**config.mk**
```make
export PLATFORM = sky130hd
export DESIGN_NAME = code_point_range_glyph_lookup
export DESIGN_NICKNAME = d
export VERILOG_FILES = /design/src/design/cpgl_pkg.sv /design/src/design/cpgl_ctrl.sv /design/src/design/cpgl_dp.sv /design/src/design/code_point_range_glyph_lookup.sv
export SDC_FILE = /design/constraint.sdc
export NUM_CORES = 1
export LEC_CHECK = 0
export ABC_AREA = 1
export ABC_CLOCK_PERIOD_IN_PS = 3500
export CORE_MARGIN = 4
export CORE_UTILIZATION = 40
export CTS_CLUSTER_SIZE = 24
export DETAILED_ROUTE_END_ITERATION = 8
export DONT_BUFFER_PORTS = 1
export PLACE_DENSITY = 0.61
export SLEW_MARGIN = 20
export SYNTH_ARGS = -nofsm -noshare
export SYNTH_HDL_FRONTEND = slang
export SYNTH_HIERARCHICAL = 1
export SYNTH_SLANG_ARGS = --single-unit
```
**constraint.sdc**
```tcl
create_clock -name clk -period 3.5 [get_ports clk]
set_input_delay 0.175 -clock clk [delete_from_list [all_inputs] [get_ports clk]]
set_output_delay 0.175 -clock clk [all_outputs]
set_load 0.005 [all_outputs]
```
**src/design/cpgl_pkg.sv**
```systemverilog
`timescale 1ns / 1ps
`default_nettype none

package cpgl_pkg;

  // item kinds
  localparam logic KIND_WRITE  = 1'b0;
  localparam logic KIND_LOOKUP = 1'b1;

  localparam int CountW = 5;
  localparam int CodeW  = 16;
  localparam int SlotW  = 4;

  typedef struct packed {
    logic             kind;
    logic [SlotW-1:0] entry_slot;
    logic [CodeW-1:0] first_code;
    logic [CodeW-1:0] end_code;
    logic [CodeW-1:0] code_point;
  } in_item_t;

  typedef struct packed {
    logic             found;
    logic [CodeW-1:0] glyph_index;
  } out_item_t;

  // controller to datapath
  typedef struct packed {
    logic start;  // latch lookup, point at slot 0
    logic wr;     // store a range entry
    logic step;   // move to next slot, accumulate offset
    logic ld;     // load output register
    logic hit;    // loaded value is a hit
  } cmd_t;

  // datapath to controller
  typedef struct packed {
    logic lt_first;  // code point below current range begin
    logic lt_end;    // code point below current range end
    logic last;      // current slot is the last one searched
    logic empty;     // nothing to search
  } sts_t;

endpackage

`default_nettype wire

```
**src/design/cpgl_ctrl.sv**
```systemverilog
`timescale 1ns / 1ps
`default_nettype none

module cpgl_ctrl
  import cpgl_pkg::*;
(
  input  wire  clk,
  input  wire  rst,
  input  wire  in_valid,
  output logic in_ready,
  input  wire  in_kind,
  output logic out_valid,
  input  wire  out_ready,
  input  sts_t sts,
  output cmd_t cmd
);

  typedef enum logic [1:0] {
    ST_IDLE,
    ST_SCAN,
    ST_FIN
  } state_t;

  state_t state;
  state_t state_next;
  logic   out_valid_next;
  logic   in_acc;
  logic   out_free;

  assign in_ready = (state == ST_IDLE);
  assign in_acc   = in_valid && in_ready;
  assign out_free = !out_valid || out_ready;

  // command decode and next state
  always_comb begin
    cmd            = '0;
    state_next     = state;
    out_valid_next = out_valid && !out_ready;
    unique case (state)
      ST_IDLE: begin
        if (in_acc) begin
          if (in_kind == KIND_WRITE) begin
            cmd.wr     = 1'b1;
            state_next = ST_FIN;
          end else begin
            cmd.start  = 1'b1;
            state_next = sts.empty ? ST_FIN : ST_SCAN;
          end
        end
      end
      ST_SCAN: begin
        if (sts.lt_first || sts.lt_end || sts.last) begin
          // transaction ends here, wait for room in the output register
          if (out_free) begin
            cmd.ld         = 1'b1;
            cmd.hit        = !sts.lt_first && sts.lt_end;
            out_valid_next = 1'b1;
            state_next     = ST_IDLE;
          end
        end else begin
          cmd.step = 1'b1;
        end
      end
      ST_FIN: begin
        if (out_free) begin
          cmd.ld         = 1'b1;
          out_valid_next = 1'b1;
          state_next     = ST_IDLE;
        end
      end
      default: state_next = ST_IDLE;
    endcase
  end

  // state and output valid
  always_ff @(posedge clk) begin
    if (rst) begin
      state     <= ST_IDLE;
      out_valid <= 1'b0;
    end else begin
      state     <= state_next;
      out_valid <= out_valid_next;
    end
  end

endmodule

`default_nettype wire

```
**src/design/cpgl_dp.sv**
```systemverilog
`timescale 1ns / 1ps
`default_nettype none

module cpgl_dp
  import cpgl_pkg::*;
#(
  parameter int MAX_RANGES = 16
) (
  input  wire               clk,
  input  wire               rst,
  input  wire               cfg_we,
  input  wire  [CountW-1:0] cfg_wdata,
  input  in_item_t          in_item,
  input  cmd_t              cmd,
  output sts_t              sts,
  output out_item_t         out_item
);

  localparam int AW = (MAX_RANGES > 1) ? $clog2(MAX_RANGES) : 1;
  localparam int SW = (AW > SlotW) ? AW : SlotW;
  localparam int IW = (AW > CountW) ? AW : CountW;

  logic [CodeW-1:0]  first_mem [MAX_RANGES];
  logic [CodeW-1:0]  end_mem   [MAX_RANGES];
  logic [CodeW-1:0]  rd_first;
  logic [CodeW-1:0]  rd_end;

  logic [CountW-1:0] range_count;
  logic [CountW-1:0] limit;
  logic [CountW-1:0] idx;
  logic [CountW-1:0] idx_next;
  logic [CodeW-1:0]  cp;
  logic [CodeW-1:0]  offset;

  logic [SW-1:0]     slot_ext;
  logic [AW-1:0]     wr_addr;
  logic [IW-1:0]     idx_ext;
  logic [AW-1:0]     rd_addr;
  logic              slot_ok;

  // configuration register
  always_ff @(posedge clk) begin
    if (rst) begin
      range_count <= '0;
    end else if (cfg_we) begin
      range_count <= cfg_wdata;
    end
  end

  // counts above the table depth search the whole table
  assign limit = (int'(range_count) > MAX_RANGES) ? CountW'(MAX_RANGES) : range_count;

  // scan index; the read address follows the next value so data lines up
  always_comb begin
    idx_next = idx;
    if (cmd.start) begin
      idx_next = '0;
    end else if (cmd.step) begin
      idx_next = idx + CountW'(1);
    end
  end

  assign slot_ext = SW'(in_item.entry_slot);
  assign wr_addr  = slot_ext[AW-1:0];
  assign slot_ok  = int'(in_item.entry_slot) < MAX_RANGES;
  assign idx_ext  = IW'(idx_next);
  assign rd_addr  = idx_ext[AW-1:0];

  // range table, one write port and one registered read port
  always_ff @(posedge clk) begin
    if (cmd.wr && slot_ok) begin
      first_mem[wr_addr] <= in_item.first_code;
      end_mem[wr_addr]   <= in_item.end_code;
    end
    rd_first <= first_mem[rd_addr];
    rd_end   <= end_mem[rd_addr];
  end

  // lookup state: code point, slot index, running glyph offset
  always_ff @(posedge clk) begin
    idx <= idx_next;
    if (cmd.start) begin
      cp     <= in_item.code_point;
      offset <= '0;
    end else if (cmd.step) begin
      offset <= offset + (rd_end - rd_first);
    end
  end

  // status for the controller
  assign sts.lt_first = cp < rd_first;
  assign sts.lt_end   = cp < rd_end;
  assign sts.last     = ({1'b0, idx} + (CountW + 1)'(1)) >= {1'b0, limit};
  assign sts.empty    = (limit == '0);

  // output register
  always_ff @(posedge clk) begin
    if (cmd.ld) begin
      out_item.found       <= cmd.hit;
      out_item.glyph_index <= cmd.hit ? (offset + (cp - rd_first)) : '0;
    end
  end

endmodule

`default_nettype wire

```
**src/design/code_point_range_glyph_lookup.sv**
```systemverilog
// channel   signals                      handshake    payload
// in        in_valid/in_ready/in_item    valid-ready  kind, slot, first, end, code point
// out       out_valid/out_ready/out_item valid-ready  found, glyph_index
// cfg       cfg_we/cfg_wdata             write only   range_count
//
// a write transaction stores its entry on accept, then loads its result from ST_FIN
// a lookup visits at most min(range_count, MAX_RANGES) ranges and goes straight to ST_FIN
// when nothing is searched; the scan walks one range per cycle through the read port
// the output register frees the input side once a result is loaded
// a stalled output holds the finished result and the scan pauses on its last range
// reset clears the controller, output valid and range_count; the table is not cleared
`timescale 1ns / 1ps
`default_nettype none

module code_point_range_glyph_lookup
  import cpgl_pkg::*;
#(
  parameter int MAX_RANGES = 16
) (
  input  wire               clk,
  input  wire               rst,
  input  wire               in_valid,
  output logic              in_ready,
  input  in_item_t          in_item,
  output logic              out_valid,
  input  wire               out_ready,
  output out_item_t         out_item,
  input  wire               cfg_we,
  input  wire  [CountW-1:0] cfg_wdata
);

  cmd_t cmd;
  sts_t sts;

  // sequencer
  cpgl_ctrl u_ctrl (
    .clk       (clk),
    .rst       (rst),
    .in_valid  (in_valid),
    .in_ready  (in_ready),
    .in_kind   (in_item.kind),
    .out_valid (out_valid),
    .out_ready (out_ready),
    .sts       (sts),
    .cmd       (cmd)
  );

  // table, scan arithmetic and output register
  cpgl_dp #(
    .MAX_RANGES (MAX_RANGES)
  ) u_dp (
    .clk       (clk),
    .rst       (rst),
    .cfg_we    (cfg_we),
    .cfg_wdata (cfg_wdata),
    .in_item   (in_item),
    .cmd       (cmd),
    .sts       (sts),
    .out_item  (out_item)
  );

endmodule

`default_nettype wire

```
==> out/metrics.yaml <==
layout:
  area_growth_pct: 18.4
  utilization: 0.480
  drive_gt1_frac: 0.103
  stdcell_count: 3597
  fillers: 5983
  design_area_um2: 32400
  nNetsFinal: 2832
yosys:
  yosysWarnings: 6
  syn-cell-area_um2: 27400
  seq_area_frac_synth: 0.642
  synth_edf_count: 545
  synth_ff_type: "edfxtp_1"
  netlist_instances: 2530
  syn_avg_cell_area_um2: 10.8
  ys_seq_elements: 606
  ys_async_sr_fraction: 0
  syn-num-nets: 2694
  ys_types: 34
die:
  start_util: 0.405
  die_h_um: 270
  rows: 95
  core_area_um2: 67500
  die_w_um: 270
  die_area_um2: 72700
  ios: 82
detailed_routing:
  drc_errors: 0
  first_pass_iters: 5
  postRouteAntennaNets: 0
  initialDrtViolationCount: 1375
  wirelength_mm: 69.2
  routedWlPerCell_um: 19.2
  vias_per_cell: 5.06
  num_vias: 18200
placement:
  gp_congestion: 0.868
  hpwlAfterDp_mm: 42.6
  placedCellCount: 3415
  io_buffers: 0
  placed_area_um2: 29600
setup_path:
  crit_required_ps: 4070
  path_max_fanout: 3
  cpMaxStageDelayCell: "dlygate4sd3_1"
  start_kind: "flop"
  r2r_slack_ps: 150
  crit_buf_inv: 5
  cpLargestDelayFamily: "buffers and inverters"
  critical_path.max_stage_delay_ps: 550
  crit_chain: "inv_1 -> ha_1 -> nand4_1 -> nor3_4 -> a21oi_2 -> buf_4 -> nor2_2 -> nand3_2 -> buf_4 -> nand3_1 -> dlygate4sd3_1 -> nand2_1 -> nor2_1 -> dlygate4sd3_1"
  crit_path_end_kind: "flop"
  worstPathArrival_ps: 3920
  worst-setup-path-type: "flop to flop"
timing:
  finClkSkew_ps: 35.7
  slew_violations: 0
  finalSetupTns_ps: 0
  layout_min_cycle_time_ps: 3350
  worst_pin_slew_ps: 651
  clock.fmax_ghz: 0.299
  hold_viol: 0
  period_share: 0.956
  max-slew-margin-rel: 0.563
  finalSetupViolations: 0
global_route:
  overflow: 0
  antenna_found_initial: 8
  grt_pass1_wl_mm: 105
  grt_max_degree: 56
  grtUsageMet2: 0.322
  gr-usage-all-layers: 0.186
  grt.met3_usage: 0.0302
  grt_busiest_layer: "met2"
  use_met1: 0.243
  grt_pass1_vias: 18100
clock_tree:
  htreeDepth: 2
  clk_pin_slew_ps: 70
  clk_path_buf_depth: 3
  tritoncts: "built"
  clock_latency_ps: 650
  ctsRootBufferMaster: "clkbuf_16"
  cts_sinks: 606
  cts_made_buffers: 61
power_and_ir_drop:
  p_total_mw: 28.2
  p_per_area_nw_per_um2: 870
  p_leak_nw: 13.4
  vdd.ir_drop.worst_mv: 0.514
worst_hold_path:
  hp-class: "primary input to flop"
outcome:
  status: "finished, final reports clean"
flow_run:
  max_cap_violations: 0
## logic make-up (layout without fill, tap and decap cells)
logic type | count (synthesis) | after routing | share of synthesized area
AOI/OAI and AO/OA | 295 | 295 | 0.0730
xor gates and xnor gates | 10 | 10 | 0.00320
adders and majority gates | 101 | 101 | 0.0544
buffers and inverters | 515 | 706 | 0.0762
DFF | 606 | 606 | 0.642
other | 0 | 3 | 0
and+or+nand+nor | 1003 | 1003 | 0.151
## synth_stat cells, drive strengths merged, types with 2 or more instances
cell / instances / share of area
a211oi: 6 / 0.0016
a21oi: 62 / 0.011
buf: 98 / 0.019
clkbuf: 11 / 0.0015
dfxtp: 61 / 0.045
edfxtp: 545 / 0.60
fa: 30 / 0.022
ha: 71 / 0.032
inv: 406 / 0.056
nand2: 661 / 0.091
nand3: 231 / 0.043
nand3b: 2 / 0.00055
nand4: 5 / 0.0011
nor2: 89 / 0.012
nor3: 9 / 0.0018
nor4: 2 / 0.00046
o211ai: 196 / 0.054
o21a: 5 / 0.0014
o21ai: 24 / 0.0044
xnor2: 5 / 0.0016
xor2: 5 / 0.0016
## cell usage in the layout (no fill, tap or decap), types with 5 or more instances in the layout
cell / netlist / routed
nor2_1: 86 / 69
fa_1: 30 / 30
xnor2_1: 5 / 5
inv_1: 402 / 402
buf_12: 0 / 48
nand2_1: 660 / 654
o21ai_0: 24 / 22
dlygate4sd3_1: 0 / 60
clkinv_2: 0 / 12
nand2_2: 1 / 5
dfxtp_2: 0 / 10
nand4_1: 5 / 5
nor3_1: 8 / 5
clkinv_1: 0 / 5
nor2_4: 0 / 16
dfxtp_1: 61 / 50
clkbuf_1: 11 / 13
bufinv_16: 0 / 7
ha_1: 71 / 70
edfxtp_1: 545 / 545
a21oi_1: 62 / 61
o211ai_1: 196 / 196
nand3_1: 229 / 226
o21a_1: 5 / 5
clkbuf_16: 0 / 62
buf_4: 13 / 75
a211oi_1: 6 / 5
## power by group
| group | switching, mW | total (mW) | internal (mW) |
|---|---|---|---|
| logic | 7.83 | 12.7 | 4.82 |
| registers | 0.448 | 8.85 | 8.40 |
| clock network | 2.84 | 6.69 | 3.85 |
| total | 11.1 | 28.2 | 17.1 |
## final cells by class
cell class,instances,area [um2],area share
repair buffers,184,2150,0.0663
clock inverters,38,460,0.0142
clock buffers,78,1630,0.0503
inverters,406,1530,0.0472
well taps,873,1090,0.0337
flip-flops and latches,606,17600,0.543
multi-input cells,1409,7940,0.245
diodes,3,7.51,0.000232
## repair_timing
action	4_1_cts	5_1_grt
hold buffers	60	0
setup buffers	0	2
cloned	0	1
pin swaps	0	4
hold endpoints to repair	536	0
resized for setup	9	22
endpoints found under the setup margin	30	21
## routing by layer
layer	wire length, um	up-vias	part of all wire
met4	1560	6	0.022
met2	34300	469	0.50
met1	29100	8770	0.42
met5	39	-	0.00056
met3	4150	114	0.060
li1	-	8859	-
## metrics by stage
| step | hold WS, ps | worst slack (ps) |
|---|---|---|
| after global routing | 118 | -0.0462 |
| after detailed placement | 251 | -350 |
| after CTS | 69.5 | 15.6 |
| after floorplan | 244 | 61.9 |
| final | 105 | 154 |
| after global placement | 246 | -306 |
## worst register-to-register path, cell delays in order, from the launching register on
cell,delay [ps]
dfxtp_4,400
inv_1,60
ha_1,310
nand4_1,190
nor3_4,350
a21oi_2,100
buf_4,150
nor2_2,120
nand3_2,110
buf_4,160
nand3_1,70
dlygate4sd3_1,550
nand2_1,60
nor2_1,90
dlygate4sd3_1,550
## final timing paths
check / cells past startpoint / endpoint / start
worst max-delay path: 14 / u_ctrl/state[1] / u_dp/rd_first[15]
worst min-delay path: 2 / u_dp/end_mem[12][6] / in_item[51]
worst max register to register: 14 / u_ctrl/state[1] / u_dp/rd_first[15]
worst min register to register: 2 / u_dp/range_count[0] / u_dp/range_count[0]
## state kept, by name, indices dropped and copies added, names as in the netlist
signal,cells
u_dp/out_item,17
u_dp/cp,16
u_dp/rd_first,16
u_dp/first_mem,256
u_dp/rd_end,16
u_dp/idx,5
u_dp/offset,16
u_dp/end_mem,256
u_ctrl/out_valid,1
u_ctrl/state,2
u_dp/range_count,5
(Power assumes the default switching activity.)
